`src/sfr_pkg.sv`:
```
package sfr_pkg;

    localparam int MAX_FRAME   = 256;
    localparam int OFF_W       = $clog2(MAX_FRAME);
    localparam int CNT_W       = OFF_W + 1;
    localparam int NUM_SLOTS   = 3;
    localparam int SLOT_W      = 2;
    localparam int MEM_DEPTH   = NUM_SLOTS * MAX_FRAME;
    localparam int ADDR_W      = SLOT_W + OFF_W;
    localparam int LEN_W       = OFF_W + 1;
    localparam int OUTQ_DEPTH  = 4;
    localparam int OUTQ_PTR_W  = 2;
    localparam int OUTQ_CNT_W  = 3;
    localparam int PADDR_W     = 4;
    localparam int IN_DATA_W   = 16;
    localparam int OUT_DATA_W  = 16;

    localparam logic [1:0] REG_ENABLE     = 2'd0;
    localparam logic [1:0] REG_SPLIT_MASK = 2'd1;
    localparam logic [1:0] REG_SEQ_MASK   = 2'd2;

    localparam logic [7:0] SPLIT_MASK_RST = 8'h01;
    localparam logic [7:0] SEQ_MASK_RST   = 8'h0E;

    localparam logic CMD_RX_BYTE = 1'b0;
    localparam logic CMD_READ    = 1'b1;

    localparam logic [SLOT_W-1:0] SLOT_RX_RST = 2'd0;
    localparam logic [SLOT_W-1:0] SLOT_A_RST  = 2'd1;
    localparam logic [SLOT_W-1:0] SLOT_B_RST  = 2'd2;

    typedef struct packed {
        logic       enable;
        logic [7:0] split_mask;
        logic [7:0] seq_mask;
    } cfg_t;

    typedef struct packed {
        logic              we;
        logic [ADDR_W-1:0] addr;
        logic [7:0]        data;
    } mem_wr_t;

    typedef struct packed {
        logic valid;
        logic last;
        logic overrun;
    } rd_info_t;

    typedef struct packed {
        logic       overrun;
        logic       last;
        logic       valid;
        logic [7:0] data;
    } out_item_t;

endpackage

```
`src/sfr_cfg.sv`:
```
module sfr_cfg (
    input  logic                         clk,
    input  logic                         rst_n,
    input  logic                         psel,
    input  logic                         penable,
    input  logic                         pwrite,
    input  logic [sfr_pkg::PADDR_W-1:0]  paddr,
    input  logic [31:0]                  pwdata,
    output logic [31:0]                  prdata,
    output logic                         pready,
    output sfr_pkg::cfg_t                cfg
);
    import sfr_pkg::*;

    logic       enable_reg;
    logic [7:0] split_mask_reg;
    logic [7:0] seq_mask_reg;
    logic       wr_fire;
    logic [1:0] reg_idx;

    assign pready  = 1'b1;
    assign wr_fire = psel && penable && pwrite && pready;
    assign reg_idx = paddr[3:2];

    always_ff @(posedge clk or negedge rst_n)
    begin
        if (!rst_n)
        begin
            enable_reg     <= 1'b0;
            split_mask_reg <= SPLIT_MASK_RST;
            seq_mask_reg   <= SEQ_MASK_RST;
        end
        else if (wr_fire)
        begin
            case (reg_idx)
                REG_ENABLE:     enable_reg     <= pwdata[0];
                REG_SPLIT_MASK: split_mask_reg <= pwdata[7:0];
                REG_SEQ_MASK:   seq_mask_reg   <= pwdata[7:0];
                default:        ;
            endcase
        end
    end

    always_comb
    begin
        case (reg_idx)
            REG_ENABLE:     prdata = {31'b0, enable_reg};
            REG_SPLIT_MASK: prdata = {24'b0, split_mask_reg};
            REG_SEQ_MASK:   prdata = {24'b0, seq_mask_reg};
            default:        prdata = 32'b0;
        endcase
    end

    assign cfg.enable     = enable_reg;
    assign cfg.split_mask = split_mask_reg;
    assign cfg.seq_mask   = seq_mask_reg;

endmodule

```
`config.mk`:
```
export PLATFORM = sky130hd
export DESIGN_NAME = sfr_cfg
export DESIGN_NICKNAME = d
export VERILOG_FILES = /design/src/sfr_pkg.sv /design/src/sfr_cfg.sv
export SDC_FILE = /design/constraint.sdc
export NUM_CORES = 1
export LEC_CHECK = 0
export BUFFER_PORTS_ARGS = -buffer_cell sky130_fd_sc_hd__buf_2
export CORE_ASPECT_RATIO = 1.25
export CORE_UTILIZATION = 25
export DETAILED_ROUTE_END_ITERATION = 7
export SLEW_MARGIN = 5
export SYNTH_ARGS = -nofsm -noshare
export SYNTH_HDL_FRONTEND = slang
export SYNTH_SLANG_ARGS = --single-unit
export TNS_END_PERCENT = 30
```
`constraint.sdc`:
```
create_clock -name clk -period 0.9 [get_ports clk]
set_input_delay 0.045 -clock clk [delete_from_list [all_inputs] [get_ports clk]]
set_output_delay 0.045 -clock clk [all_outputs]
set_load 0.01 [all_outputs]
```
==> flow_metrics.env, run 1 <==
export IMPL_dieArea_um2=4170
export IMPL_required_ps=850
export IMPL_grt_overflow_total=0
export IMPL_syn_area_per_cell_um2=12.2
export IMPL_drt_total_wl_um=1970
export IMPL_slew_violations=0
export IMPL_status="complete, but fails checks"
export IMPL_yosys_warnings=0
export IMPL_synth_top_area_share_pct=33.2
export IMPL_clk_path_buf_depth=2
export IMPL_r2r_slack_ps=60
export IMPL_ys_flop_type="dfrtp_1"
export IMPL_core_um2=3750
export IMPL_endpoint_kind="output port"
export IMPL_wl_per_cell_um=11.5
export IMPL_fin_crit_ps=1160
export IMPL_fp_dieW_um=58.0
export IMPL_netlist_instances=80
export IMPL_synth_most_common_cell="buf_4"
export IMPL_dp_cells=166
export IMPL_peakVddDrop_uv=771
export IMPL_drc=8
export IMPL_root_buffer="clkbuf_8"
export IMPL_final_cells=172
export IMPL_async_flop_share_pct=100
export IMPL_max_freq_mhz=862
export IMPL_cp_max_fo=2
export IMPL_via_count=716
export IMPL_ys_ff_latch=17
export IMPL_dr_pass1_iters=8
export IMPL_synth_area_leaders="dfrtp_1, buf_4, mux2_2"
export IMPL_ant_nets=0
export IMPL_fin_crit_sh_pct=129
export IMPL_synth_edf_count=0
export IMPL_antenna_found_initial=0
export IMPL_die_h_um=71.9
export IMPL_cts_buffers_inserted=3
export IMPL_leakagePower_nw=0.680
export IMPL_ios=91
export IMPL_yosysTopAreaCell="dfrtp_1"
export IMPL_first_global_vias=732
export IMPL_hold_class="in -> reg"
export IMPL_fin_skew_ps=0
export IMPL_clk_latency_ps=240
export IMPL_synthTopCellsByCount="buf_4, mux2_2, dfrtp_1"
export IMPL_grt_pass1_wl_um=3280
export IMPL_finalHoldViolations=0
export IMPL_port_buffers=39
export IMPL_tns_ps=-1580
export IMPL_fin_nets=174
export IMPL_grt_max_degree=18
export IMPL_rsz0062_at_grt="yes"
export IMPL_dp_hpwl_um=1630
export IMPL_viasPerCell=4.16
export IMPL_fp_row_count=25
export IMPL_cts_tree="built"
export IMPL_cp_arrival_ps=1120
export IMPL_final_setup_worst_slack_ps=-260
export IMPL_area_growth_pct=32.5
export IMPL_whs_ps=43.2
export IMPL_power_mw=2.50
export IMPL_worstSetupPathType="reg -> out"
export IMPL_cts_sinks=17
export IMPL_min_path_cells=2
export IMPL_antenna_cells=0
export IMPL_place_ws_ps=-191
export IMPL_setup_viol=12
export IMPL_cellPowerDensity_nw_per_um2=1930
export IMPL_startpoint_type="register"
export IMPL_maxCapViolCount=0
export IMPL_seq_area_frac_synth_pct=44.0
export IMPL_initialDrtViolationCount=26
export IMPL_start_util_pct=26.1
export IMPL_drive_above_1_share_pct=59.8
export IMPL_reg2reg_depth=2
export IMPL_clk_pin_slew_ps=60
export IMPL_grtUsageTotal_pct=10.2
export IMPL_violations="design-rule violations, negative setup slack"
export IMPL_gp_congestion=0.774
export IMPL_htreeDepth=1
export IMPL_synth_distinct_cells=15
export IMPL_syn_cell_area_um2=978
## layout make-up
type	instances	area [µm²]
well taps	40	50.0
flip-flops and latches	17	430
fillers	393	2460
multi-input cells	58	443
repair buffers	53	328
clock buffers	4	45.0
## through the flow
stage / cell area [µm²] / util, %
2_1_floorplan: 1080 / -
3_3_place_gp: 1210 / 32.2
3_5_place_dp: 1210 / 32.2
4_1_cts: 1270 / 33.8
5_1_grt: 1300 / 34.5
6_report: 1300 / 34.5
## repair_timing
item,4_1_cts,5_1_grt
gates cloned,0,0
hold endpoints to repair,13,0
setup endpoints to repair,12,12
pin swaps,3,0
setup buffers,0,1
resized for setup,2,3
hold buffers,1,0
## worst max-delay path, stage by stage, from the launching register on
cell	delay, ps
dfstp_2	530
mux2i_1	60
o21ai_1	130
buf_2	150
## cells by family after synthesis
group	Yosys count	synth area share, %
AO/OA/AOI/OAI	8	6.78
buffers and inverters	28	20.7
other	2	0.768
AND/OR/NAND/NOR	7	7.16
flip-flops	17	44.0
multiplexers	18	20.6
## routing by layer
layer	track usage (%)	wire length (µm)	up-vias
met5	0	0	-
met1	12.0	755	337
li1	-	-	327
met3	2.85	177	2
met2	18.4	1030	50
met4	2.38	7	0
## power by group
part,internal (mW),total (mW),switching [mW]
Sequential,0.975,1.10,0.126
Combinational,0.458,0.841,0.383
Clock,0.313,0.557,0.244
## layout by cell type, fill, tap and decap left out, drive strengths merged
master	n
nand2	1
nand3	1
buf	52
nor3b	2
nor3	1
clkbuf	4
nor2b	1
dfrtp	13
and2b	1
o21ai	1
a22o	7
conb	25
mux2i	1
mux2	17
dfstp	4
dlygate4sd3	1
## path summary, 6_finish.rpt
check,from,to
setup / recovery,split_mask_reg[0],prdata[0]
hold / removal,pwdata[5],seq_mask_reg[5]
setup reg to reg,split_mask_reg[0],split_mask_reg[0]
hold reg to reg,split_mask_reg[6],split_mask_reg[6]
max in group asynchronous,rst_n,split_mask_reg[0]
min in group asynchronous,rst_n,enable_reg
No activity file was read; power rests on OpenSTA's default activity.
==> inputs of run 2 (changes only) <==
- CORE_UTILIZATION: 25 -> 30
- PLACE_DENSITY: unset -> 0.67
- REMOVE_ABC_BUFFERS: unset -> 1
==> run 2 against run 1 <==
  * Wire length grew 4.1%
  * Final cell count is 1.2% higher
  * The run ends with negative setup slack left
  * First-iteration DRC count down 81%
  * Register-to-register slack got worse by 60 ps
  * Power fell by 4.0%
  * Clock-buffer cell count stayed put
  * Design area up 2.8%
==> flow_metrics.env, run 2 (synthesis gave the netlist of run 1 again) <==
export IMPL_port_buffers=39
export IMPL_slowest_stage="dfstp_2"
export IMPL_dp_hpwl_um=1610
export IMPL_finalHoldViolations=0
export IMPL_cp_arrival_ps=1150
export IMPL_cp_startpoint="split_mask_reg[0]"
export IMPL_min_path_cells=2
export IMPL_ios=91
export IMPL_start_util_pct=32.3
export IMPL_dieArea_um2=3500
export IMPL_grt_overflow_total=0
export IMPL_worstPathCellList="mux2i_1 > o21ai_1 > buf_2"
export IMPL_dr_pass1_iters=3
export IMPL_fin_crit_ps=1200
export IMPL_fin_skew_ps=0
export IMPL_htreeDepth=1
export IMPL_cts_buffers_inserted=3
export IMPL_fp_dieW_um=53.1
export IMPL_root_buffer="clkbuf_4"
export IMPL_max_freq_mhz=836
export IMPL_hold_class="in -> reg"
export IMPL_final_common_cell="buf_2"
export IMPL_status="complete, but fails checks"
export IMPL_cellPowerDensity_nw_per_um2=1800
export IMPL_antenna_found_initial=0
export IMPL_leakagePower_nw=0.700
export IMPL_worstSetupPathType="reg -> out"
export IMPL_setup_viol=15
export IMPL_startpoint_type="register"
export IMPL_grtUsageTotal_pct=12.5
export IMPL_area_growth_pct=36.2
export IMPL_power_mw=2.40
export IMPL_final_setup_worst_slack_ps=-297
export IMPL_fp_row_count=22
export IMPL_clk_latency_ps=280
export IMPL_reg2reg_from="split_mask_reg[5]"
export IMPL_crit_path_max_incr_delay_ps=550
export IMPL_drt_total_wl_um=2050
export IMPL_peakVddDrop_uv=907
export IMPL_fin_nets=180
export IMPL_first_global_vias=680
export IMPL_clk_pin_slew_ps=90
export IMPL_clk_path_buf_depth=2
export IMPL_grt_pass1_wl_um=3160
export IMPL_r2r_slack_ps=0
export IMPL_cts_tree="built"
export IMPL_reg2reg_to="split_mask_reg[5]"
export IMPL_ant_nets=0
export IMPL_violations="negative setup slack"
export IMPL_drc=0
export IMPL_gp_congestion=0.714
export IMPL_antenna_cells=0
export IMPL_endpoint_kind="output port"
export IMPL_required_ps=850
export IMPL_maxCapViolCount=0
export IMPL_wl_per_cell_um=11.8
export IMPL_grt_max_degree=18
export IMPL_final_cell_mix="buf_2, conb_1, mux2_2"
export IMPL_rsz0062_at_grt="yes"
export IMPL_cp_max_fo=2
export IMPL_via_count=751
export IMPL_initialDrtViolationCount=5
export IMPL_cts_sinks=17
export IMPL_fin_crit_sh_pct=133
export IMPL_reg2reg_depth=2
export IMPL_slew_violations=0
export IMPL_drive_above_1_share_pct=58.0
export IMPL_viasPerCell=4.32
export IMPL_whs_ps=24.9
export IMPL_die_h_um=65.9
export IMPL_cp_endpoint="prdata[0]"
export IMPL_core_um2=3030
run 2: cell count changes in the layout (fill, tap and decap cells not counted), sizes merged:
cell / change
dlygate4sd3: +5
buf: +1
run 2: layout make-up:
| type | instances | area (µm²) |
|---|---|---|
| multi-input combinational | 58 | 435 |
| timing repair buffer | 59 | 395 |
| clock buffer | 4 | 26.3 |
| sequential | 17 | 430 |
| tap | 36 | 45.0 |
| fill | 307 | 1700 |
run 2: worst min path at each step:
stage	from	to	slack [ps]
6_report	pwdata[5]	split_mask_reg[5]	20
5_1_grt	pwdata[5]	split_mask_reg[5]	9
4_1_cts	pwdata[2]	split_mask_reg[2]	0.4
3_5_place_dp	rst_n	split_mask_reg[3]	-6
3_3_place_gp	rst_n	split_mask_reg[3]	-20
2_1_floorplan	rst_n	enable_reg	-250
run 2: timing repair:
action,in CTS,in global routing
gates resized for setup,2,6
endpoints found under the setup margin,14,25
pin swaps,3,0
hold buffers,4,2
setup buffers,0,2
hold endpoints to repair,23,2
run 2: power by group:
| part | internal [mW] | total (mW) | leakage, nW | switching (mW) |
|---|---|---|---|---|
| registers | 0.974 | 1.11 | 0.201 | 0.136 |
| clock network | 0.172 | 0.395 | 0.0150 | 0.223 |
| logic | 0.501 | 0.894 | 0.484 | 0.392 |
| total | 1.65 | 2.40 | 0.700 | 0.751 |
run 2: stage by stage:
step                utilization (%)  setup TNS (ps)  instance area [µm²]  worst slack (ps)  instances
detailed placement             39.4           -4230                 1190              -232        162
global route                   44.0           -3250                 1330              -369        174
global placement               39.4           -3700                 1190              -202        162
finish                         44.0           -2260                 1330              -297        174
CTS                            41.8           -2330                 1260              -329        170
floorplan                         -           -1680                  862              -121         75
run 2: routing by layer:
layer | part of all wire (%) | global-route usage, % | up-vias
li1 | - | - | 344
met1 | 39 | 14.7 | 365
met2 | 54 | 22.8 | 40
met3 | 7.3 | 2.30 | 2
met4 | 0.29 | 2.96 | 0
met5 | 0 | 0 | -
run 2: worst max-delay path: cells and delay by family (launching register included):
| family | cells | cell delay [ps] |
|---|---|---|
| flops | 1 | 550 |
| buf+inv | 1 | 140 |
| compound gates | 1 | 120 |
| mux | 1 | 70 |
