--- config.mk ---
export PLATFORM = sky130hd
export DESIGN_NAME = sfr_outq
export DESIGN_NICKNAME = d
export VERILOG_FILES = /design/src/sfr_pkg.sv /design/src/sfr_outq.sv
export SDC_FILE = /design/constraint.sdc
export NUM_CORES = 1
export LEC_CHECK = 0
export BUFFER_PORTS_ARGS = -buffer_cell sky130_fd_sc_hd__clkbuf_2
export CORE_MARGIN = 10
export CORE_UTILIZATION = 55
export CTS_CLUSTER_DIAMETER = 60
export DETAILED_ROUTE_END_ITERATION = 16
export HOLD_SLACK_MARGIN = 0.02
export PLACE_DENSITY = 0.74
export SYNTH_ARGS = -nofsm -noshare
export SYNTH_HDL_FRONTEND = slang
export SYNTH_SLANG_ARGS = --single-unit
--- constraint.sdc ---
create_clock -name clk -period 2.6 [get_ports clk]
set_clock_uncertainty 0.15 [all_clocks]
set_input_delay 0.26 -clock clk [delete_from_list [all_inputs] [get_ports clk]]
set_output_delay 0.26 -clock clk [all_outputs]
set_load 0.01 [all_outputs]
--- src/sfr_pkg.sv ---
package sfr_pkg;

    localparam int MAX_FRAME   = 256;
    localparam int OFF_W       = $clog2(MAX_FRAME);
    localparam int CNT_W       = OFF_W + 1;
    localparam int NUM_SLOTS   = 3;
    localparam int SLOT_W      = 2;
    localparam int MEM_DEPTH   = NUM_SLOTS * MAX_FRAME;
    localparam int ADDR_W      = SLOT_W + OFF_W;
    localparam int LEN_W       = OFF_W + 1;
    localparam int OUTQ_DEPTH  = 4;
    localparam int OUTQ_PTR_W  = 2;
    localparam int OUTQ_CNT_W  = 3;
    localparam int PADDR_W     = 4;
    localparam int IN_DATA_W   = 16;
    localparam int OUT_DATA_W  = 16;

    localparam logic [1:0] REG_ENABLE     = 2'd0;
    localparam logic [1:0] REG_SPLIT_MASK = 2'd1;
    localparam logic [1:0] REG_SEQ_MASK   = 2'd2;

    localparam logic [7:0] SPLIT_MASK_RST = 8'h01;
    localparam logic [7:0] SEQ_MASK_RST   = 8'h0E;

    localparam logic CMD_RX_BYTE = 1'b0;
    localparam logic CMD_READ    = 1'b1;

    localparam logic [SLOT_W-1:0] SLOT_RX_RST = 2'd0;
    localparam logic [SLOT_W-1:0] SLOT_A_RST  = 2'd1;
    localparam logic [SLOT_W-1:0] SLOT_B_RST  = 2'd2;

    typedef struct packed {
        logic       enable;
        logic [7:0] split_mask;
        logic [7:0] seq_mask;
    } cfg_t;

    typedef struct packed {
        logic              we;
        logic [ADDR_W-1:0] addr;
        logic [7:0]        data;
    } mem_wr_t;

    typedef struct packed {
        logic valid;
        logic last;
        logic overrun;
    } rd_info_t;

    typedef struct packed {
        logic       overrun;
        logic       last;
        logic       valid;
        logic [7:0] data;
    } out_item_t;

endpackage

--- src/sfr_outq.sv ---
module sfr_outq (
    input  logic                            clk,
    input  logic                            rst_n,
    input  logic                            push,
    input  sfr_pkg::out_item_t              push_item,
    input  logic                            pop,
    output logic                            not_empty,
    output sfr_pkg::out_item_t              head,
    output logic [sfr_pkg::OUTQ_CNT_W-1:0]  count
);
    import sfr_pkg::*;

    out_item_t             q [0:OUTQ_DEPTH-1];
    logic [OUTQ_PTR_W-1:0] wr_ptr_reg;
    logic [OUTQ_PTR_W-1:0] rd_ptr_reg;
    logic [OUTQ_CNT_W-1:0] count_reg;
    logic                  do_pop;

    assign do_pop = pop && (count_reg != '0);

    always_ff @(posedge clk)
    begin
        if (push)
        begin
            q[wr_ptr_reg] <= push_item;
        end
    end

    always_ff @(posedge clk or negedge rst_n)
    begin
        if (!rst_n)
        begin
            wr_ptr_reg <= '0;
            rd_ptr_reg <= '0;
            count_reg  <= '0;
        end
        else
        begin
            if (push)
            begin
                wr_ptr_reg <= wr_ptr_reg + OUTQ_PTR_W'(1);
            end
            if (do_pop)
            begin
                rd_ptr_reg <= rd_ptr_reg + OUTQ_PTR_W'(1);
            end
            count_reg <= count_reg + OUTQ_CNT_W'(push) - OUTQ_CNT_W'(do_pop);
        end
    end

    assign not_empty = count_reg != '0;
    assign head      = q[rd_ptr_reg];
    assign count     = count_reg;

endmodule

==> flow_metrics.env, run 1 <==
export IMPL_synth_top_cell_by_area="edfxtp_1"
export IMPL_max_slew_worst_pin_slew_ns=0.579
export IMPL_antenna_cells=0
export IMPL_dieHeight_um=80.2
export IMPL_cts_setup_buffers=0
export IMPL_htreeDepth=2
export IMPL_clock_latency_ns=0.34
export IMPL_ctsRootBufferMaster="clkbuf_4"
export IMPL_coreArea_um2=3420
export IMPL_reg2reg_from="count[1]$_DFF_PN0_"
export IMPL_utilization=0.690
export IMPL_layout_cells_non_filler=185
export IMPL_wl_met2_um=1720
export IMPL_synth_top_cell_area_share=0.664
export IMPL_irDropWorstVdd_uv=802
export IMPL_grt_start_max_net_pins=16
export IMPL_highest_layer="met4"
export IMPL_critical_path_class="register to register"
export IMPL_slew_headroom=0.614
export IMPL_drtAntennaViolNets=0
export IMPL_fmax_mhz=453
export IMPL_fin_tns_setup_ns=0
export IMPL_yosys_warnings=0
export IMPL_path_clk_slew_ns=0.13
export IMPL_drive_gt1_frac=0.324
export IMPL_area_growth_pct=18.5
export IMPL_hpwl_um=2270
export IMPL_stdcell_area_um2=2360
export IMPL_slowest_stage="dfrtp_1"
export IMPL_critPathLaunchType="register"
export IMPL_wl_um=3250
export IMPL_rsz0062_at_grt="false"
export IMPL_yosys_cell_count_top_type="edfxtp_1"
export IMPL_cp_cell_sequence="o31a_1 -> ha_1 -> inv_1 -> ha_1 -> fa_1 -> xnor2_1 -> xnor2_1"
export IMPL_drt_met1_wl_um=1330
export IMPL_cts_tree="yes"
export IMPL_fin_nets=160
export IMPL_io_pins=30
export IMPL_ys_ff_latch=51
export IMPL_grt_pass1_vias=1121
export IMPL_via_per_inst=5.38
export IMPL_drc=0
export IMPL_ys_types=17
export IMPL_critPathMaxFanout=5
export IMPL_drv_slew=0
export IMPL_power_density_nw_per_um2=979
export IMPL_hold_viol_final=0
export IMPL_cts_repair_resized=0
export IMPL_via_count=995
export IMPL_overflow=0
export IMPL_cts_hold_fix_buffers=12
export IMPL_holdCritStartpoint="push"
export IMPL_fin_crit_sh=0.849
export IMPL_drtIter0Drc=123
export IMPL_dr_pass1_iters=4
export IMPL_die_area_um2=6430
export IMPL_max_stage_delay_ns=0.44
export IMPL_yosysSeqAreaShare=0.752
export IMPL_hp_class="input pin to register"
export IMPL_cts_buffer_depth=2
export IMPL_grt_pass1_wl_um=5380
export IMPL_synthTopCellsByCount="edfxtp_1 (44), mux4_2 (8), dfrtp_1 (7)"
export IMPL_antenna_found_initial=0
export IMPL_place_inst=165
export IMPL_setup_viol=0
export IMPL_synth_main_ff_cell="edfxtp_1"
export IMPL_max_cap_violations=0
export IMPL_syn_num_nets=113
export IMPL_synth_area_leaders="edfxtp_1 (66%), mux4_2 (9.1%), dfrtp_1 (8.8%)"
export IMPL_track_usage=0.110
export IMPL_synthCells=91
export IMPL_p_leak_uw=0.000888
export IMPL_initial_core_util=0.583
export IMPL_synth_edf_count=44
export IMPL_wl_per_cell_um=17.6
export IMPL_rows=21
export IMPL_place_gp_congestion=0.664
export IMPL_arrival_ns=2.33
export IMPL_cts_buffers=5
export IMPL_placement_cell_area_um2=2180
export IMPL_io_buffers=29
export IMPL_synthArstFlopShare=0.137
export IMPL_required_ns=2.72
export IMPL_syn_cell_area_um2=1990
export IMPL_syn_area_per_cell_um2=21.9
export IMPL_critPathCaptureType="register"
export IMPL_status="finished, final reports clean"
export IMPL_route_met3_wl_um=160
export IMPL_die_w_um=80.2
export IMPL_finalPower_uw=2310
export IMPL_cts_sinks=51
export IMPL_finalCriticalPeriod_ns=2.21
export IMPL_largest_reg_flops=44
export IMPL_fill_cells=251
export IMPL_startpoint="count[1]$_DFF_PN0_"
-- logic make-up after synthesis --
logic type               after synthesis  share of synthesized area
adder cells (fa/ha/maj)                7                     0.0478
AO/OA/AOI/OAI                          3                     0.0113
flip-flops                            51                      0.752
AND/OR/NAND/NOR                        6                     0.0176
XOR/XNOR                               5                     0.0220
buffers and inverters                  8                     0.0195
multiplexers                          11                      0.130
-- path summary, 6_finish.rpt --
check                           cells past startpoint                         to  slack, ns
min in group asynchronous                           2         count[2]$_DFF_PN0_       0.12
max in group asynchronous                           2  rd_ptr_reg[1]$_DFFE_PN0P_       2.02
worst max register to register                      7         count[2]$_DFF_PN0_       0.39
worst min-delay path                                2  wr_ptr_reg[0]$_DFFE_PN0P_       0.04
worst min register to register                      1  rd_ptr_reg[0]$_DFFE_PN0P_       0.35
worst max-delay path                                7         count[2]$_DFF_PN0_       0.39
-- cell usage in the layout, fill, tap and decap left out, drive strengths merged --
cell type	count
dlygate4sd3	12
ha	6
dfrtp	7
inv	6
clkinvlp	1
xnor2	3
or3	1
clkbuf	35
nand2	1
buf	1
and2	4
xor2	2
o21ai	1
o311ai	1
mux4	11
edfxtp	44
o31a	1
clkinv	1
fa	1
-- critical path: cells and delay by family (launching register included) --
family                     cells  cell delay, ns
xor gates and xnor gates       2            0.33
adders and majority gates      3            0.85
DFF                            1            0.44
AOI/OAI and AO/OA              1            0.34
buffers and inverters          1            0.04
-- where the power goes --
part / switching, uW / internal, uW / leakage (uW) / total (uW)
registers: 118 / 1090 / 0.000486 / 1210
clock network: 223 / 105 / 0.0000282 / 328
logic: 382 / 389 / 0.000374 / 771
-- routing by layer --
| metal | vias up | GRT usage |
|---|---|---|
| met5 | - | 0 |
| met4 | 0 | 0.0335 |
| met3 | 5 | 0.0312 |
| met2 | 30 | 0.198 |
| met1 | 505 | 0.121 |
| li1 | 455 | - |
-- stage by stage --
step	setup WS, ns	hold slack (ns)
2_1_floorplan	0.475	-0.186
3_3_place_gp	0.500	-0.0497
3_5_place_dp	0.397	-0.0373
4_1_cts	0.362	0.0284
5_1_grt	0.259	0.0370
6_report	0.392	0.0404
-- cell type report --
| class | instances | area, um2 | share of cell area |
|---|---|---|---|
| sequential | 51 | 1500 | 0.634 |
| multi-input combinational | 32 | 455 | 0.193 |
| timing repair buffer | 42 | 273 | 0.116 |
| tap | 46 | 57.6 | 0.0244 |
| clock buffer | 6 | 41.3 | 0.0175 |
| inverter | 6 | 22.5 | 0.00955 |
| clock inverter | 2 | 12.5 | 0.00531 |
Note: power is estimated with default switching activity, not from simulation.
==> inputs of run 2 (changes only) <==
==> constraint.sdc (replaced) <==
create_clock -name clk -period 2.3 [get_ports clk]
set_clock_uncertainty 0.15 [all_clocks]
set_input_delay 0.23 -clock clk [delete_from_list [all_inputs] [get_ports clk]]
set_output_delay 0.23 -clock clk [all_outputs]
set_load 0.01 [all_outputs]
==> run 2 against run 1 <==
  * Largest power group unchanged
  * Critical path type unchanged
  * Critical endpoint unchanged
  * Cell area up 1.5%
  * Largest cell class unchanged
  * Sequential share of layout area down 0.93 points
  * Worst hold slack better by 0.0072 ns
  * Sequential cell count is the same
  * Combinational power grew 19%
  * Die area is the same
==> flow_metrics.env, run 2 (synthesized netlist as in run 1, its figures left out) <==
export IMPL_status="finished, final reports clean"
export IMPL_via_per_inst=5.31
export IMPL_cts_buffer_depth=2
export IMPL_layout_common_cells="edfxtp_1 (44), clkbuf_2 (29), dlygate4sd3_1 (14), mux4_2 (8), dfrtp_1 (7)"
export IMPL_arrival_ns=2.34
export IMPL_setup_viol=0
export IMPL_critPathCaptureType="register"
export IMPL_cts_tree="yes"
export IMPL_ctsRootBufferMaster="clkbuf_4"
export IMPL_dieHeight_um=80.2
export IMPL_critPathLaunchType="register"
export IMPL_slew_headroom=0.599
export IMPL_io_buffers=29
export IMPL_fin_tns_setup_ns=0
export IMPL_place_gp_congestion=0.665
export IMPL_largest_reg_flops=44
export IMPL_irDropWorstVdd_uv=922
export IMPL_grt_pass1_vias=1060
export IMPL_whs_ns=0.0476
export IMPL_area_growth_pct=20.2
export IMPL_via_count=998
export IMPL_initial_core_util=0.583
export IMPL_rows=21
export IMPL_dr_pass1_iters=4
export IMPL_dpl_worst_slack_ns=0.112
export IMPL_grt_pass1_wl_um=5320
export IMPL_grt_start_max_net_pins=16
export IMPL_cts_sinks=51
export IMPL_antenna_found_initial=0
export IMPL_drtIter0Drc=82
export IMPL_finalCriticalPeriod_ns=2.21
export IMPL_power_density_nw_per_um2=1120
export IMPL_drv_slew=0
export IMPL_drtAntennaViolNets=0
export IMPL_hp_class="input pin to async pin"
export IMPL_critical_path_class="register to register"
export IMPL_fin_nets=163
export IMPL_overflow=0
export IMPL_utilization=0.701
export IMPL_hpwl_um=2330
export IMPL_io_pins=30
export IMPL_required_ns=2.43
export IMPL_die_w_um=80.2
export IMPL_coreArea_um2=3420
export IMPL_placement_cell_area_um2=2180
export IMPL_drc=0
export IMPL_final_common_cell="edfxtp_1"
export IMPL_fmax_mhz=453
export IMPL_drive_gt1_frac=0.331
export IMPL_htreeDepth=2
export IMPL_final_setup_worst_slack_ns=0.0934
export IMPL_max_cap_violations=0
export IMPL_track_usage=0.112
export IMPL_p_leak_uw=0.000907
export IMPL_clock_latency_ns=0.36
export IMPL_rsz0062_at_grt="false"
export IMPL_fin_crit_sh=0.959
export IMPL_antenna_cells=0
export IMPL_critPathMaxFanout=5
export IMPL_wl_per_cell_um=18.0
export IMPL_hold_viol_final=0
export IMPL_max_slew_worst_pin_slew_ns=0.601
export IMPL_cts_buffers=5
export IMPL_die_area_um2=6430
export IMPL_wl_um=3390
export IMPL_path_clk_slew_ns=0.14
export IMPL_stdcell_area_um2=2390
[run 2: layout make-up]
| class | instances | area (um2) |
|---|---|---|
| tap | 46 | 57.6 |
| fill | 228 | 1020 |
| clock buffer | 6 | 41.3 |
| multi-input combinational | 32 | 463 |
| inverter | 6 | 22.5 |
| clock inverter | 2 | 12.5 |
| sequential | 51 | 1500 |
| timing repair buffer | 45 | 300 |
[run 2: worst max-delay path, cell delays in order, from the launching register on]
cell,delay (ns)
dfrtp_1,0.48
o31a_1,0.30
ha_1,0.29
inv_1,0.04
ha_1,0.18
fa_1,0.40
xnor2_2,0.15
xnor2_1,0.12
[run 2: power breakdown]
group          total, uW  internal [uW]  switching, uW
Clock                383            118            265
Sequential          1370           1230            138
Combinational        914            468            446
Total               2670           1820            848
[run 2: layer usage]
layer  routed length, um  GRT usage  up-vias  part of all wire
li1                    -          -      461                 -
met3                 186     0.0323        6             0.055
met1                1420      0.129      505              0.42
met5                   0          0        -                 0
met4                  42     0.0634        0             0.012
met2                1740      0.184       26              0.51
[run 2: what timing repair did]
item | in CTS | in global routing
setup buffers | 0 | 1
resized for setup | 0 | 1
endpoints found under the setup margin | 0 | 1
endpoints found under the hold margin | 53 | 0
hold buffers | 14 | 0
[run 2: path summary, 6_finish.rpt]
| check | to | startpoint | cells past startpoint | slack [ns] |
|---|---|---|---|---|
| max in group asynchronous | wr_ptr_reg[1]$_DFFE_PN0P_ | rst_n | 2 | 1.78 |
| min in group clk | rd_ptr_reg[0]$_DFFE_PN0P_ | rd_ptr_reg[0]$_DFFE_PN0P_ | 1 | 0.36 |
| worst min-delay path | count[0]$_DFF_PN0_ | rst_n | 2 | 0.05 |
| worst max register to register | count[2]$_DFF_PN0_ | count[2]$_DFF_PN0_ | 7 | 0.09 |
| worst max-delay path | count[2]$_DFF_PN0_ | count[2]$_DFF_PN0_ | 7 | 0.09 |
| worst min register to register | rd_ptr_reg[0]$_DFFE_PN0P_ | rd_ptr_reg[0]$_DFFE_PN0P_ | 1 | 0.36 |
[run 2: stage by stage]
stage	total power [uW]	instances
floorplan	1960	91
global placement	2230	165
detailed placement	2290	165
CTS	2680	187
global route	2840	188
finish	2670	188
