## src/sfr_pkg.sv

```systemverilog
package sfr_pkg;

    localparam int MAX_FRAME   = 256;
    localparam int OFF_W       = $clog2(MAX_FRAME);
    localparam int CNT_W       = OFF_W + 1;
    localparam int NUM_SLOTS   = 3;
    localparam int SLOT_W      = 2;
    localparam int MEM_DEPTH   = NUM_SLOTS * MAX_FRAME;
    localparam int ADDR_W      = SLOT_W + OFF_W;
    localparam int LEN_W       = OFF_W + 1;
    localparam int OUTQ_DEPTH  = 4;
    localparam int OUTQ_PTR_W  = 2;
    localparam int OUTQ_CNT_W  = 3;
    localparam int PADDR_W     = 4;
    localparam int IN_DATA_W   = 16;
    localparam int OUT_DATA_W  = 16;

    localparam logic [1:0] REG_ENABLE     = 2'd0;
    localparam logic [1:0] REG_SPLIT_MASK = 2'd1;
    localparam logic [1:0] REG_SEQ_MASK   = 2'd2;

    localparam logic [7:0] SPLIT_MASK_RST = 8'h01;
    localparam logic [7:0] SEQ_MASK_RST   = 8'h0E;

    localparam logic CMD_RX_BYTE = 1'b0;
    localparam logic CMD_READ    = 1'b1;

    localparam logic [SLOT_W-1:0] SLOT_RX_RST = 2'd0;
    localparam logic [SLOT_W-1:0] SLOT_A_RST  = 2'd1;
    localparam logic [SLOT_W-1:0] SLOT_B_RST  = 2'd2;

    typedef struct packed {
        logic       enable;
        logic [7:0] split_mask;
        logic [7:0] seq_mask;
    } cfg_t;

    typedef struct packed {
        logic              we;
        logic [ADDR_W-1:0] addr;
        logic [7:0]        data;
    } mem_wr_t;

    typedef struct packed {
        logic valid;
        logic last;
        logic overrun;
    } rd_info_t;

    typedef struct packed {
        logic       overrun;
        logic       last;
        logic       valid;
        logic [7:0] data;
    } out_item_t;

endpackage

```

## src/sfr_ctrl.sv

```systemverilog
module sfr_ctrl (
    input  logic                        clk,
    input  logic                        rst_n,
    input  sfr_pkg::cfg_t               cfg,
    input  logic                        in_fire,
    input  logic                        command,
    input  logic [7:0]                  rx_byte,
    input  logic                        frame_end,
    input  logic                        frame_bad,
    output sfr_pkg::mem_wr_t            mem_wr,
    output logic                        rd_en,
    output logic [sfr_pkg::ADDR_W-1:0]  rd_addr,
    output logic                        s1_valid,
    output sfr_pkg::rd_info_t           s1_info
);
    import sfr_pkg::*;

    // three frame slots rotate between receive, first segment and second segment
    logic [CNT_W-1:0]  fcount_reg,  fcount_next;
    logic [7:0]        hdr_reg,     hdr_next;
    logic [SLOT_W-1:0] rx_slot_reg, rx_slot_next;
    logic [SLOT_W-1:0] a_slot_reg,  a_slot_next;
    logic [SLOT_W-1:0] b_slot_reg,  b_slot_next;
    logic [OFF_W-1:0]  a_len_reg,   a_len_next;
    logic              half_reg,    half_next;
    logic [7:0]        pseq_reg,    pseq_next;
    logic [LEN_W-1:0]  pkt_len_reg, pkt_len_next;
    logic [LEN_W-1:0]  rptr_reg,    rptr_next;
    logic              ready_reg,   ready_next;
    logic              ovr_reg,     ovr_next;
    logic              s1_valid_reg;
    rd_info_t          s1_info_reg, s1_info_next;

    logic              store_ok;
    logic [CNT_W-1:0]  len;
    logic [OFF_W-1:0]  plen;
    logic              is_split;
    logic [7:0]        seq;
    logic              seq_match;
    logic              rd_avail;
    logic              in_a;
    logic [LEN_W-1:0]  rptr_inc;
    logic [LEN_W-1:0]  off_b;
    logic              rx_fire;
    logic              rd_fire;

    assign rx_fire   = in_fire && (command == CMD_RX_BYTE);
    assign rd_fire   = in_fire && (command == CMD_READ);
    assign store_ok  = fcount_reg < CNT_W'(MAX_FRAME);
    assign len       = fcount_reg + CNT_W'(store_ok);
    assign plen      = OFF_W'(len - CNT_W'(1));
    assign is_split  = |(hdr_reg & cfg.split_mask);
    assign seq       = hdr_reg & cfg.seq_mask;
    assign seq_match = half_reg && (pseq_reg == seq);

    assign rd_avail = ready_reg && (rptr_reg < pkt_len_reg);
    assign in_a     = rptr_reg < LEN_W'(a_len_reg);
    assign rptr_inc = rptr_reg + LEN_W'(1);
    assign off_b    = rptr_reg - LEN_W'(a_len_reg) + LEN_W'(1);

    assign mem_wr.we   = rx_fire && cfg.enable && store_ok;
    assign mem_wr.addr = {rx_slot_reg, fcount_reg[OFF_W-1:0]};
    assign mem_wr.data = rx_byte;

    assign rd_en   = rd_fire && rd_avail;
    assign rd_addr = in_a ? {a_slot_reg, rptr_inc[OFF_W-1:0]}
                          : {b_slot_reg, off_b[OFF_W-1:0]};

    always_comb
    begin
        fcount_next  = fcount_reg;
        hdr_next     = hdr_reg;
        rx_slot_next = rx_slot_reg;
        a_slot_next  = a_slot_reg;
        b_slot_next  = b_slot_reg;
        a_len_next   = a_len_reg;
        half_next    = half_reg;
        pseq_next    = pseq_reg;
        pkt_len_next = pkt_len_reg;
        rptr_next    = rptr_reg;
        ready_next   = ready_reg;
        ovr_next     = ovr_reg;
        s1_info_next = s1_info_reg;

        if (rx_fire)
        begin
            if (!cfg.enable)
            begin
                fcount_next = '0;
            end
            else
            begin
                if (fcount_reg == '0)
                begin
                    hdr_next = rx_byte;
                end
                fcount_next = len;
                if (frame_end)
                begin
                    fcount_next = '0;
                    if (!frame_bad && (len > CNT_W'(1)))
                    begin
                        if (ready_reg)
                        begin
                            ovr_next = 1'b1;
                        end
                        else if (is_split && !seq_match)
                        begin
                            // new first half
                            a_slot_next  = rx_slot_reg;
                            rx_slot_next = a_slot_reg;
                            a_len_next   = plen;
                            pseq_next    = seq;
                            half_next    = 1'b1;
                        end
                        else if (is_split)
                        begin
                            // second half completes the packet
                            b_slot_next  = rx_slot_reg;
                            rx_slot_next = b_slot_reg;
                            pkt_len_next = LEN_W'(a_len_reg) + LEN_W'(plen);
                            half_next    = 1'b0;
                            rptr_next    = '0;
                            ready_next   = 1'b1;
                        end
                        else
                        begin
                            a_slot_next  = rx_slot_reg;
                            rx_slot_next = a_slot_reg;
                            a_len_next   = plen;
                            pkt_len_next = LEN_W'(plen);
                            half_next    = 1'b0;
                            rptr_next    = '0;
                            ready_next   = 1'b1;
                        end
                    end
                end
            end
        end
        else if (rd_fire)
        begin
            s1_info_next.overrun = ovr_reg;
            s1_info_next.valid   = rd_avail;
            s1_info_next.last    = rd_avail && (rptr_inc >= pkt_len_reg);
            ovr_next             = 1'b0;
            if (rd_avail)
            begin
                rptr_next = rptr_inc;
                if (rptr_inc >= pkt_len_reg)
                begin
                    ready_next = 1'b0;
                end
            end
            else
            begin
                ready_next = 1'b0;
            end
        end
    end

    always_ff @(posedge clk or negedge rst_n)
    begin
        if (!rst_n)
        begin
            fcount_reg   <= '0;
            hdr_reg      <= '0;
            rx_slot_reg  <= SLOT_RX_RST;
            a_slot_reg   <= SLOT_A_RST;
            b_slot_reg   <= SLOT_B_RST;
            a_len_reg    <= '0;
            half_reg     <= 1'b0;
            pseq_reg     <= '0;
            pkt_len_reg  <= '0;
            rptr_reg     <= '0;
            ready_reg    <= 1'b0;
            ovr_reg      <= 1'b0;
            s1_valid_reg <= 1'b0;
            s1_info_reg  <= '0;
        end
        else
        begin
            fcount_reg   <= fcount_next;
            hdr_reg      <= hdr_next;
            rx_slot_reg  <= rx_slot_next;
            a_slot_reg   <= a_slot_next;
            b_slot_reg   <= b_slot_next;
            a_len_reg    <= a_len_next;
            half_reg     <= half_next;
            pseq_reg     <= pseq_next;
            pkt_len_reg  <= pkt_len_next;
            rptr_reg     <= rptr_next;
            ready_reg    <= ready_next;
            ovr_reg      <= ovr_next;
            s1_valid_reg <= rd_fire;
            s1_info_reg  <= s1_info_next;
        end
    end

    assign s1_valid = s1_valid_reg;
    assign s1_info  = s1_info_reg;

endmodule

```

## config.mk

```make
export PLATFORM = sky130hd
export DESIGN_NAME = sfr_ctrl
export DESIGN_NICKNAME = d
export VERILOG_FILES = /design/src/sfr_pkg.sv /design/src/sfr_ctrl.sv
export SDC_FILE = /design/constraint.sdc
export NUM_CORES = 1
export LEC_CHECK = 0
export BUFFER_PORTS_ARGS = -buffer_cell sky130_fd_sc_hd__buf_4
export CORE_ASPECT_RATIO = 0.5
export CORE_MARGIN = 3
export CORE_UTILIZATION = 59
export CTS_CLUSTER_SIZE = 8
export DETAILED_ROUTE_END_ITERATION = 16
export PLACE_DENSITY = 0.81
export SYNTH_ARGS = -nofsm -noshare
export SYNTH_HDL_FRONTEND = slang
export SYNTH_SLANG_ARGS = --single-unit
```

## constraint.sdc

```tcl
create_clock -name clk -period 4.2 [get_ports clk]
set_input_delay 0.42 -clock clk [delete_from_list [all_inputs] [get_ports clk]]
set_output_delay 0.42 -clock clk [all_outputs]
set_load 0.02 [all_outputs]
```

==> run metrics, run 1 <==
placer congestion estimate 0.958; worst r2r dst pkt_len_reg[6]$_DFFE_PN0P_; ratio of cells with drive above 1 in the final layout 21.3%; die area 9740 µm²; final setup TNS 0 ns; CORE AREA 8140 µm²; total gr overflow 0; worst slew pin tran 0.863 ns; vias per cell 5.99; Final ANT Viol Nets 0; Final Skew 0.00653 ns; CTS clk-pin slew, worst paths 0.06 ns; sequential area share after synthesis 31.9%; Mapped Avg Cell Area 9.27 µm²; First-pass DRT Iterations 4; worst-path fanout max 13; post-DP HPWL 9.08 mm; I/O Buffers 64; crit path from fcount_reg[8]$_DFFE_PN0P_; minimum clock period 3.68 ns; Clock Path Buffers 2; # DRC 0; overall power 2.54 mW; per-cell routed wire length 17.0 µm; root buf cell clkbuf_16; EDFF count, synth 0; htree depth 3; Setup-failing EPs final 0; cts bufs inserted 9; Post-Place Cell Area 5450 µm²; initial antenna violation count 0; NumNets Final 671; IO Pins 65; drt total wl 12.0 mm; initial drt markers 290; PD cells 440 nW/µm²; Die W 137 µm; Max Slew Vio Count 0; total number of yosys warnings 0; Post-CTS Hold Buffers 0; VDD IR-drop max 0.257 mV; #FFs+latches synth 64; critical path arrival 3.90 ns; RSZ-0062 raised after global routing no; Die H 71.3 µm; Final Util 70.9%; Achievable Freq 272 MHz; Pleak 2.77 nW; Final Hold Viols 0; flop2flop setup slack 0.52 ns; Max-cap violations 0; worst endpoint required time 4.42 ns; synthesis-to-finish area growth 14.7%; prevailing post-synth register cell dfrtp_1; Rows 23; status finished, final reports clean; antenna cells 0; Initial Util 61.8%; TritonCTS clock tree built; clk_lat worst skew 0.34 ns; CP startpoint kind register; CP Capture Type register; clock sinks 64; Final Instance Area 5780 µm²; Vias 4,216; Slew HR 42.1%; Post-Syn Instances 543; Reg-to-Reg Start fcount_reg[8]$_DFFE_PN0P_; async set-reset flop share out of synthesis 100%; vias in the first global route 3,978; largest net degree at the start of global routing 65; R2R cell count 14; synthesized area 5030 µm²; Synth cell types 66; post-placement cell count 688; final worst-path cycle share 87.6%; kind of critical path register to register; Hold Crit Class primary input to async pin; first-pass GRT wire length 19.7 mm; postcts setup bufs 0; Net Count, Synth 627; fillers 633; Tot GR Track Use 25.5%; Finished Layout Cells 704; post_cts resized 0
through the flow:
stage / worst slack, ns / hold WS [ns]
finish: 0.520 / 0.157
global route: 0.295 / 0.237
CTS: 0.564 / 0.207
detailed placement: 0.601 / 0.469
global placement: 0.665 / 0.463
floorplan: 0.933 / 0.124
worst max-delay path by stage:
stage               depth (start not counted)                         end  slack (ns)
floorplan                                  14  pkt_len_reg[6]$_DFFE_PN0P_        0.93
global placement                           14  pkt_len_reg[6]$_DFFE_PN0P_        0.66
detailed placement                         14  pkt_len_reg[6]$_DFFE_PN0P_        0.60
CTS                                        14  pkt_len_reg[6]$_DFFE_PN0P_        0.56
global route                               14  pkt_len_reg[6]$_DFFE_PN0P_        0.30
finish                                     14  pkt_len_reg[6]$_DFFE_PN0P_        0.52
cell families (layout without fill, tap and decap cells):
group	count (synthesis)	in the layout	share of synthesized area [%]
compound gates	153	153	20.5
xor+xnor	23	23	4.00
fa+ha+maj	53	53	13.8
buf+inv	75	124	7.48
flops	64	64	31.9
mux	34	34	7.58
simple gates	141	141	14.8
where the power goes:
group	switching (mW)	total [mW]	leakage, nW	internal (mW)
Sequential	0.0954	0.793	0.816	0.697
Clock	0.290	0.809	0.148	0.519
Combinational	0.525	0.939	1.81	0.415
cell usage in the layout, fill, tap and decap left out, types with 3 or more instances in the layout:
cell,synthesis,final
buf_4,18,67
dfrtp_1,62,62
ha_1,49,49
nand2_1,45,45
o21ai_0,43,43
inv_1,40,40
a21oi_1,28,28
mux2_2,23,23
nor2_1,18,18
xnor2_1,13,13
nand3_1,13,13
and3_1,13,13
o31ai_1,10,10
xor2_1,10,10
clkbuf_16,0,9
nor2b_1,8,8
mux2i_1,7,7
a211oi_1,7,7
nand4_1,7,7
nor3_1,6,6
a22oi_1,6,6
nand2b_1,6,6
o21a_1,6,6
o22ai_1,5,5
a22o_1,5,5
or2_2,5,5
a211o_1,5,5
o22a_1,4,4
o211ai_1,4,4
and4_1,4,4
fa_1,4,4
and2_1,3,3
a21boi_0,3,3
or3_1,3,3
a21o_1,3,3
o2111ai_1,3,3
clkinvlp_4,0,3
cell usage after synthesis, types with 3 or more instances:
cell / instances / share of area, %
nand2b_1: 6 / 0.75
and3_1: 13 / 1.6
a22o_1: 5 / 0.87
ha_1: 49 / 12
nor2_1: 18 / 1.3
o22ai_1: 5 / 0.62
mux2i_1: 7 / 1.4
mux2_2: 23 / 5.1
or2_2: 5 / 0.62
nand4_1: 7 / 0.87
a211o_1: 5 / 0.87
clkbuf_1: 4 / 0.30
o31ai_1: 10 / 1.5
xor2_1: 10 / 1.7
o21a_1: 6 / 0.89
o2111ai_1: 3 / 0.52
o211ai_1: 4 / 0.60
and2_1: 3 / 0.37
and4_1: 4 / 0.70
nor2b_1: 8 / 0.99
a21boi_0: 3 / 0.45
a211oi_1: 7 / 1.0
or3_1: 3 / 0.37
o22a_1: 4 / 0.70
nand2_1: 45 / 3.4
xnor2_1: 13 / 2.3
fa_1: 4 / 1.6
o21ai_0: 43 / 4.3
a21o_1: 3 / 0.45
inv_1: 40 / 3.0
nand3_1: 13 / 1.3
buf_2: 9 / 0.89
a21oi_1: 28 / 2.8
dfrtp_1: 62 / 31
a22oi_1: 6 / 0.89
nor3_1: 6 / 0.60
buf_4: 18 / 2.7
cell type report:
class	instances	area, µm²	share of cell area (%)
clock inverter	7	96.3	1.67
inverter	41	154	2.66
tap	112	140	2.43
multi-input combinational	404	3050	52.9
timing repair buffer	67	503	8.71
clock buffer	9	225	3.90
sequential	64	1600	27.8
worst max-delay path, stage by stage (launching register included):
cell and delay, ns:
dfrtp_1 0.43, inv_1 0.10, ha_1 0.14, ha_1 0.42, or3b_2 0.48, mux2i_1 0.14
a21oi_1 0.09, xnor2_1 0.26, ha_1 0.34, o21ai_0 0.29, o21ai_0 0.12, a211o_1 0.30
nand3_1 0.08, nand3_1 0.10, mux2_4 0.26
layer usage:
metal  vias up  global-route usage (%)  wire [µm]
met2       130                    39.1       5220
li1       2038                       -          -
met3        11                    7.29        785
met1      2037                    36.5       5880
met4         0                    4.58        112
met5         -                       0          0
Power figures use the tool's default switching activity.
==> inputs of run 2 (changes only) <==
--- a/config.mk
+++ b/config.mk
@@ -8,10 +8,11 @@
 export BUFFER_PORTS_ARGS = -buffer_cell sky130_fd_sc_hd__buf_4
 export CORE_ASPECT_RATIO = 0.5
 export CORE_MARGIN = 3
-export CORE_UTILIZATION = 59
+export CORE_UTILIZATION = 61
+export CTS_BUF_LIST = sky130_fd_sc_hd__clkbuf_4 sky130_fd_sc_hd__clkbuf_8
 export CTS_CLUSTER_SIZE = 8
 export DETAILED_ROUTE_END_ITERATION = 16
-export PLACE_DENSITY = 0.81
+export PLACE_DENSITY = 0.84
 export SYNTH_ARGS = -nofsm -noshare
 export SYNTH_HDL_FRONTEND = slang
 export SYNTH_SLANG_ARGS = --single-unit
==> run 2 against run 1 <==
Effect of this change:
- first-iteration DRC count rose by 6.9%
- clock power fell by 40%
- global-route usage rose by 0.19 points
- via count rose by 1.2%
- non-clock buffer count did not move
- critical path type unchanged
- highest routed layer unchanged
==> run metrics, run 2 (synthesis results as in run 1) <==
Clock Path Buffers 2 (unchanged); clk_lat worst skew 0.36 ns (+0.02 ns); Post-CTS Hold Buffers 0 (unchanged); CP Capture Type register; Slew HR 45.0% (+2.8 points); slowest CP cell or3b_2; TritonCTS clock tree built; Pleak 2.72 nW (-1.8%); die area 9440 µm² (-3.1%); vias per cell 6.09 (+1.7%); worst endpoint required time 4.44 ns (+0.02 ns); postcts setup bufs 0 (unchanged); drt total wl 11.9 mm (-1.1%); Die W 134 µm (-1.6%); Rows 22 (-4.3%); root buf cell clkbuf_8; Max-cap violations 0 (unchanged); antenna cells 0 (unchanged); worst path cell trace inv_1, ha_1, ha_1, or3b_2, mux2i_1, a21oi_1, xnor2_1, ha_1, o21ai_0, o21ai_0, a211o_1, nand3_1, nand3_1, mux2_4; IO Pins 65 (unchanged); Final Hold Viols 0 (unchanged); first-pass GRT wire length 19.3 mm (-2.1%); VDD IR-drop max 0.228 mV (-11%); Die H 70.2 µm (-1.5%); pre-CTS setup slack 0.551 ns (-0.0496 ns); First-pass DRT Iterations 5 (+1); Max Slew Vio Count 0 (unchanged); cts bufs inserted 9 (unchanged); largest net degree at the start of global routing 65 (unchanged); total gr overflow 0 (unchanged); RSZ-0062 raised after global routing no; PD cells 394 nW/µm² (-10%); initial drt markers 310 (+6.9%); final setup TNS 0 ns (unchanged); Setup-failing EPs final 0 (unchanged); vias in the first global route 3,885 (-2.3%); Achievable Freq 269 MHz (-1.1%); worst-path fanout max 13 (unchanged); htree depth 3 (unchanged); CP startpoint kind register; status finished, final reports clean; critical path arrival 3.96 ns (+0.06 ns); final worst slack 0.477 ns (-0.0426 ns); minimum clock period 3.72 ns (+0.0426 ns); CORE AREA 7650 µm² (-6.0%); Final Util 73.5% (+2.5 points); commonest non-fill, non-tap cells in the layout buf_4, dfrtp_1, ha_1; NumNets Final 671 (unchanged); placer congestion estimate 0.881 (-8.0%); worst slew pin tran 0.826 ns (-0.0369 ns); final worst-path cycle share 88.6% (+1.0 points); Max stage delay on crit path 0.49 ns (about the same); Final Skew 0.00967 ns (+0.00314 ns); Tot GR Track Use 25.7% (+0.19 points); most common cell after layout, fill and taps aside buf_4; clock sinks 64 (unchanged); ratio of cells with drive above 1 in the final layout 21.3% (unchanged); per-cell routed wire length 16.9 µm (-0.53%); Hold Crit Class primary input to async pin; initial antenna violation count 0 (unchanged); Final ANT Viol Nets 0 (unchanged); most used cell, CP ha_1; post-DP HPWL 8.95 mm (-1.4%); CTS clk-pin slew, worst paths 0.07 ns (about the same); post_cts resized 0 (unchanged); kind of critical path register to register; synthesis-to-finish area growth 11.7%; Initial Util 65.8% (+4.0 points); # DRC 0 (unchanged); I/O Buffers 64 (unchanged); Vias 4,265 (+1.2%)
==> run 2: changes by cell type in the layout (fill, tap and decap cells not counted) <==
cell,change
bufinv_16,-2
clkinv_4,-1
clkbuf_4,+2
clkinv_2,+3
clkbuf_8,+10
clkbuf_16,-9
clkinvlp_4,-3
==> run 2: where the power goes <==
group | internal, mW | switching, mW | total (mW) | leakage (nW)
registers | 0.696 | 0.0947 | 0.791 | 0.816
logic | 0.415 | 0.525 | 0.941 | 1.81
clock network | 0.239 | 0.244 | 0.484 | 0.0967
total | 1.35 | 0.864 | 2.22 | 2.72
==> run 2: routing by layer <==
metal	global-route usage (%)	up-vias	part of all wire, %
li1	-	2051	-
met1	38.0	2013	49
met2	37.4	183	42
met3	6.55	18	7.9
met4	6.43	0	1.2
met5	0	-	0
==> run 2: worst max-delay path: cells and delay by family, from the launching register on <==
family          cells  cell delay [ns]
compound gates      4             0.83
xor+xnor            1             0.25
fa+ha+maj           3             0.90
buf+inv             1             0.11
flops               1             0.44
mux                 2             0.40
simple gates        3             0.67
==> run 2: worst paths after layout <==
| path | depth (start not counted) | slack [ns] | from | to |
|---|---|---|---|---|
| min in group clk | 2 | 0.30 | rx_byte[0] | hdr_reg[0]$_DFFE_PN0P_ |
| setup / recovery | 14 | 0.48 | fcount_reg[8]$_DFFE_PN0P_ | pkt_len_reg[6]$_DFFE_PN0P_ |
| max in group asynchronous | 1 | 3.50 | rst_n | rptr_reg[7]$_DFFE_PN0P_ |
| hold / removal | 1 | 0.17 | rst_n | fcount_reg[2]$_DFFE_PN0P_ |
| setup reg to reg | 14 | 0.48 | fcount_reg[8]$_DFFE_PN0P_ | pkt_len_reg[6]$_DFFE_PN0P_ |
| hold reg to reg | 2 | 0.49 | s1_info[1]$_DFFE_PN0P_ | s1_info[1]$_DFFE_PN0P_ |
==> run 2: cell type report <==
cell class | count | area [µm²]
clock buffers | 12 | 153
clock inverters | 4 | 20.0
fillers | 598 | 2030
inverters | 41 | 154
multi-input cells | 404 | 3050
flip-flops and latches | 64 | 1600
well taps | 108 | 135
repair buffers | 67 | 503
==> run 2: through the flow <==
step                area, µm²  power (mW)  cells  hold WS [ns]
global placement         5450        1.70    684         0.475
CTS                      5620        2.21    700         0.184
global route             5620        2.37    700         0.223
finish                   5620        2.22    700         0.165
floorplan                5030        1.43    543         0.124
detailed placement       5450        1.73    684         0.472
==> inputs of run 3 (changes only) <==
--- a/config.mk
+++ b/config.mk
@@ -5,6 +5,7 @@
 export SDC_FILE = /design/constraint.sdc
 export NUM_CORES = 1
 export LEC_CHECK = 0
+export ABC_AREA = 1
 export BUFFER_PORTS_ARGS = -buffer_cell sky130_fd_sc_hd__buf_4
 export CORE_ASPECT_RATIO = 0.5
 export CORE_MARGIN = 3
@@ -12,7 +13,7 @@
 export CTS_BUF_LIST = sky130_fd_sc_hd__clkbuf_4 sky130_fd_sc_hd__clkbuf_8
 export CTS_CLUSTER_SIZE = 8
 export DETAILED_ROUTE_END_ITERATION = 16
-export PLACE_DENSITY = 0.84
+export PLACE_DENSITY = 0.83
 export SYNTH_ARGS = -nofsm -noshare
 export SYNTH_HDL_FRONTEND = slang
 export SYNTH_SLANG_ARGS = --single-unit
==> run 3 against run 2 <==
Effect of this change:
- largest cell class unchanged
- sequential power grew 22%
- largest power group unchanged
- clock power grew 53%
- synthesized cell count rose by 30%
- routed wire length up 7.0%
==> run metrics, run 3 <==
Vias 4,788 (+12%); synth cell count leaders nand2_1, inv_1, dfrtp_1, nor2_1, ha_1; final worst-path cycle share 78.9% (-9.7 points); synthesized area 5200 µm² (+3.3%); fillers 664 (+11%); cts bufs inserted 9 (unchanged); Max Slew Vio Count 0 (unchanged); Final Skew 0.0101 ns (+0.000408 ns); post-DP HPWL 9.52 mm (+6.4%); Yosys top cell by area dfrtp_1; PD cells 599 nW/µm² (+52%); Pleak 3.23 nW (+19%); CP startpoint kind register; commonest non-fill, non-tap cells in the layout nand2_1, inv_1, buf_4; RSZ-0062 raised after global routing no; IO Pins 65 (unchanged); status finished, final reports clean; flop2flop setup slack 1.18 ns (+0.70 ns); Finished Layout Cells 874 (+25%); antenna cells 0 (unchanged); Reg-to-Reg Start fcount_reg[8]$_DFFE_PN0P_; async set-reset flop share out of synthesis 100% (unchanged); I/O Buffers 64 (unchanged); Achievable Freq 302 MHz (+12%); Seq. cell area 1600 µm² (unchanged); clk_lat worst skew 0.36 ns (about the same); #FFs+latches synth 64 (unchanged); htree depth 3 (unchanged); Final ANT Viol Nets 0 (unchanged); CP bufs+invs 4 (+3); worst path cell trace inv_1, ha_1, inv_1, ha_1, inv_1, fa_1, o21ai_0, a21oi_1, nor2_1, nor2_1, xnor2_1, o21ai_0, buf_4; overall power 3.55 mW (+60%); Post-Syn Instances 705 (+30%); critical path arrival 2.89 ns (-1.07 ns); crit path from a_len_reg[1]$_DFFE_PN0P_; Final Hold Viols 0 (unchanged); TritonCTS clock tree built; multi-input logic area 2990 µm² (-2.1%); CP Capture Type output port; Setup-failing EPs final 0 (unchanged); Final Instance Area 5920 µm² (+5.3%); Initial Util 63.8% (-2.0 points); root buf cell clkbuf_8; postcts setup bufs 0 (unchanged); largest net degree at the start of global routing 65 (unchanged); Max-cap violations 0 (unchanged); total gr overflow 0 (unchanged); placer congestion estimate 0.896 (+1.7%); Final Util 72.7% (-0.79 points); Tot GR Track Use 28.0% (+2.3 points); initial drt markers 319 (+2.9%); NumNets Final 841 (+25%); Net Count, Synth 789 (+26%); worst slew pin tran 0.824 ns (-0.00174 ns); clock sinks 64 (unchanged); die area 9730 µm² (+3.0%); minimum clock period 3.31 ns (-0.408 ns); EDFF count, synth 0 (unchanged); worst-path fanout max 4 (-9); worst r2r dst pkt_len_reg[6]$_DFFE_PN0P_; ratio of cells with drive above 1 in the final layout 16.9% (-4.4 points); final setup TNS 0 ns (unchanged); first-pass GRT wire length 21.8 mm (+13%); # DRC 0 (unchanged); hold_ws 0.151 ns (-0.0143 ns); Rows 23 (+4.5%); CTS clk-pin slew, worst paths 0.07 ns (about the same); R2R cell count 17 (+3); Yosys top cell area share 29.9% (-0.97 points); Max stage delay on crit path 0.43 ns (-0.06 ns); Post-Place Cell Area 5650 µm² (+3.6%); Clock Path Buffers 2 (unchanged); pre-CTS setup slack 1.21 ns (+0.657 ns); kind of critical path register to output port; prevailing post-synth register cell dfrtp_1; vias per cell 5.48 (-10%); Mapped Avg Cell Area 7.37 µm² (-20%); drt total wl 12.7 mm (+7.0%); most frequent cell after synthesis nand2_1; Worst setup endpoint rd_addr[7]; instance count on the critical path 13 (-1); most common cell after layout, fill and taps aside nand2_1; VDD IR-drop max 0.400 mV (+75%); Post-CTS Hold Buffers 0 (unchanged); delay-heaviest family, CP adder cells; final worst slack 0.885 ns (+0.408 ns); most used cell, CP inv_1; Synth cell types 42 (-36%); Hold Crit Class primary input to async pin; synthesis-to-finish area growth 13.9%; post-placement cell count 858 (+25%); per-cell routed wire length 14.5 µm (-14%); total number of yosys warnings 0 (unchanged); First-pass DRT Iterations 5 (unchanged); CORE AREA 8140 µm² (+6.4%); top cells by area, synth dfrtp_1, nand2_1, ha_1; worst endpoint required time 3.78 ns (-0.66 ns); sequential area share after synthesis 30.9% (-1.0 points); post_cts resized 0 (unchanged); slowest CP cell dfrtp_1; initial antenna violation count 0 (unchanged); vias in the first global route 4,648 (+20%); Slew HR 45.1% (+0.12 points); Die W 137 µm (+1.5%); Die H 71.3 µm (+1.5%)
[run 3: cell count changes in the layout (fill, tap and decap cells not counted), sizes merged, moves of 10 or more]
cell   before  now
nor2       20   56
inv        40  115
a21oi      29   18
and3       13    3
mux2       27    8
nand3      13   39
nand2      45  206
nand4       7   19
[run 3: worst register-to-register path, cell delays in order, from the launching register on]
cell     delay (ns)
dfrtp_1        0.40
inv_1          0.09
ha_1           0.19
ha_1           0.27
inv_1          0.12
ha_1           0.21
nand2_1        0.06
nor2_1         0.16
xor2_1         0.30
ha_1           0.35
nand2_1        0.11
nand2_1        0.05
a21oi_1        0.18
nor2_1         0.06
o21ai_0        0.17
nand2_1        0.07
nand2_1        0.06
nand2_1        0.04
[run 3: worst min-delay path by stage]
stage / cells past startpoint / end / from
2_1_floorplan: 0 / a_len_reg[0]$_DFFE_PN0P_ / rst_n
3_3_place_gp: 2 / a_slot_reg[0]$_DFFE_PN1P_ / a_slot_reg[0]$_DFFE_PN1P_
3_5_place_dp: 2 / a_slot_reg[0]$_DFFE_PN1P_ / a_slot_reg[0]$_DFFE_PN1P_
4_1_cts: 1 / rptr_reg[8]$_DFFE_PN0P_ / rst_n
5_1_grt: 1 / rptr_reg[5]$_DFFE_PN0P_ / rst_n
6_report: 1 / rptr_reg[8]$_DFFE_PN0P_ / rst_n
[run 3: cell families (layout without fill, tap and decap cells)]
group / count (synthesis) / count (layout) / synth area share, %
mux: 8 / 8 / 1.73
buf+inv: 138 / 195 / 11.6
simple gates: 335 / 335 / 28.7
flops: 64 / 64 / 30.9
xor+xnor: 21 / 21 / 3.54
compound gates: 86 / 86 / 10.2
fa+ha+maj: 53 / 53 / 13.3
[run 3: final cells by class]
cell class,instances,area share [%]
multi-input combinational,503,50.5
sequential,64,27.1
timing repair buffer,64,8.12
inverter,115,7.29
clock buffer,11,2.45
tap,112,2.37
clock inverter,5,2.16
[run 3: power by group]
part / internal (mW) / switching, mW
Clock: 0.477 / 0.261
Sequential: 0.790 / 0.176
Combinational: 0.731 / 1.11
[run 3: routing by layer]
metal  part of all wire, %  routed length (µm)  GRT usage, %  vias up
met5                     0                   0             0        -
met4                   1.8                 223          7.60        0
met3                   9.1                1160          9.54       25
met2                    44                5600          44.4      201
met1                    45                5710          37.1     2216
li1                      -                   -             -     2346
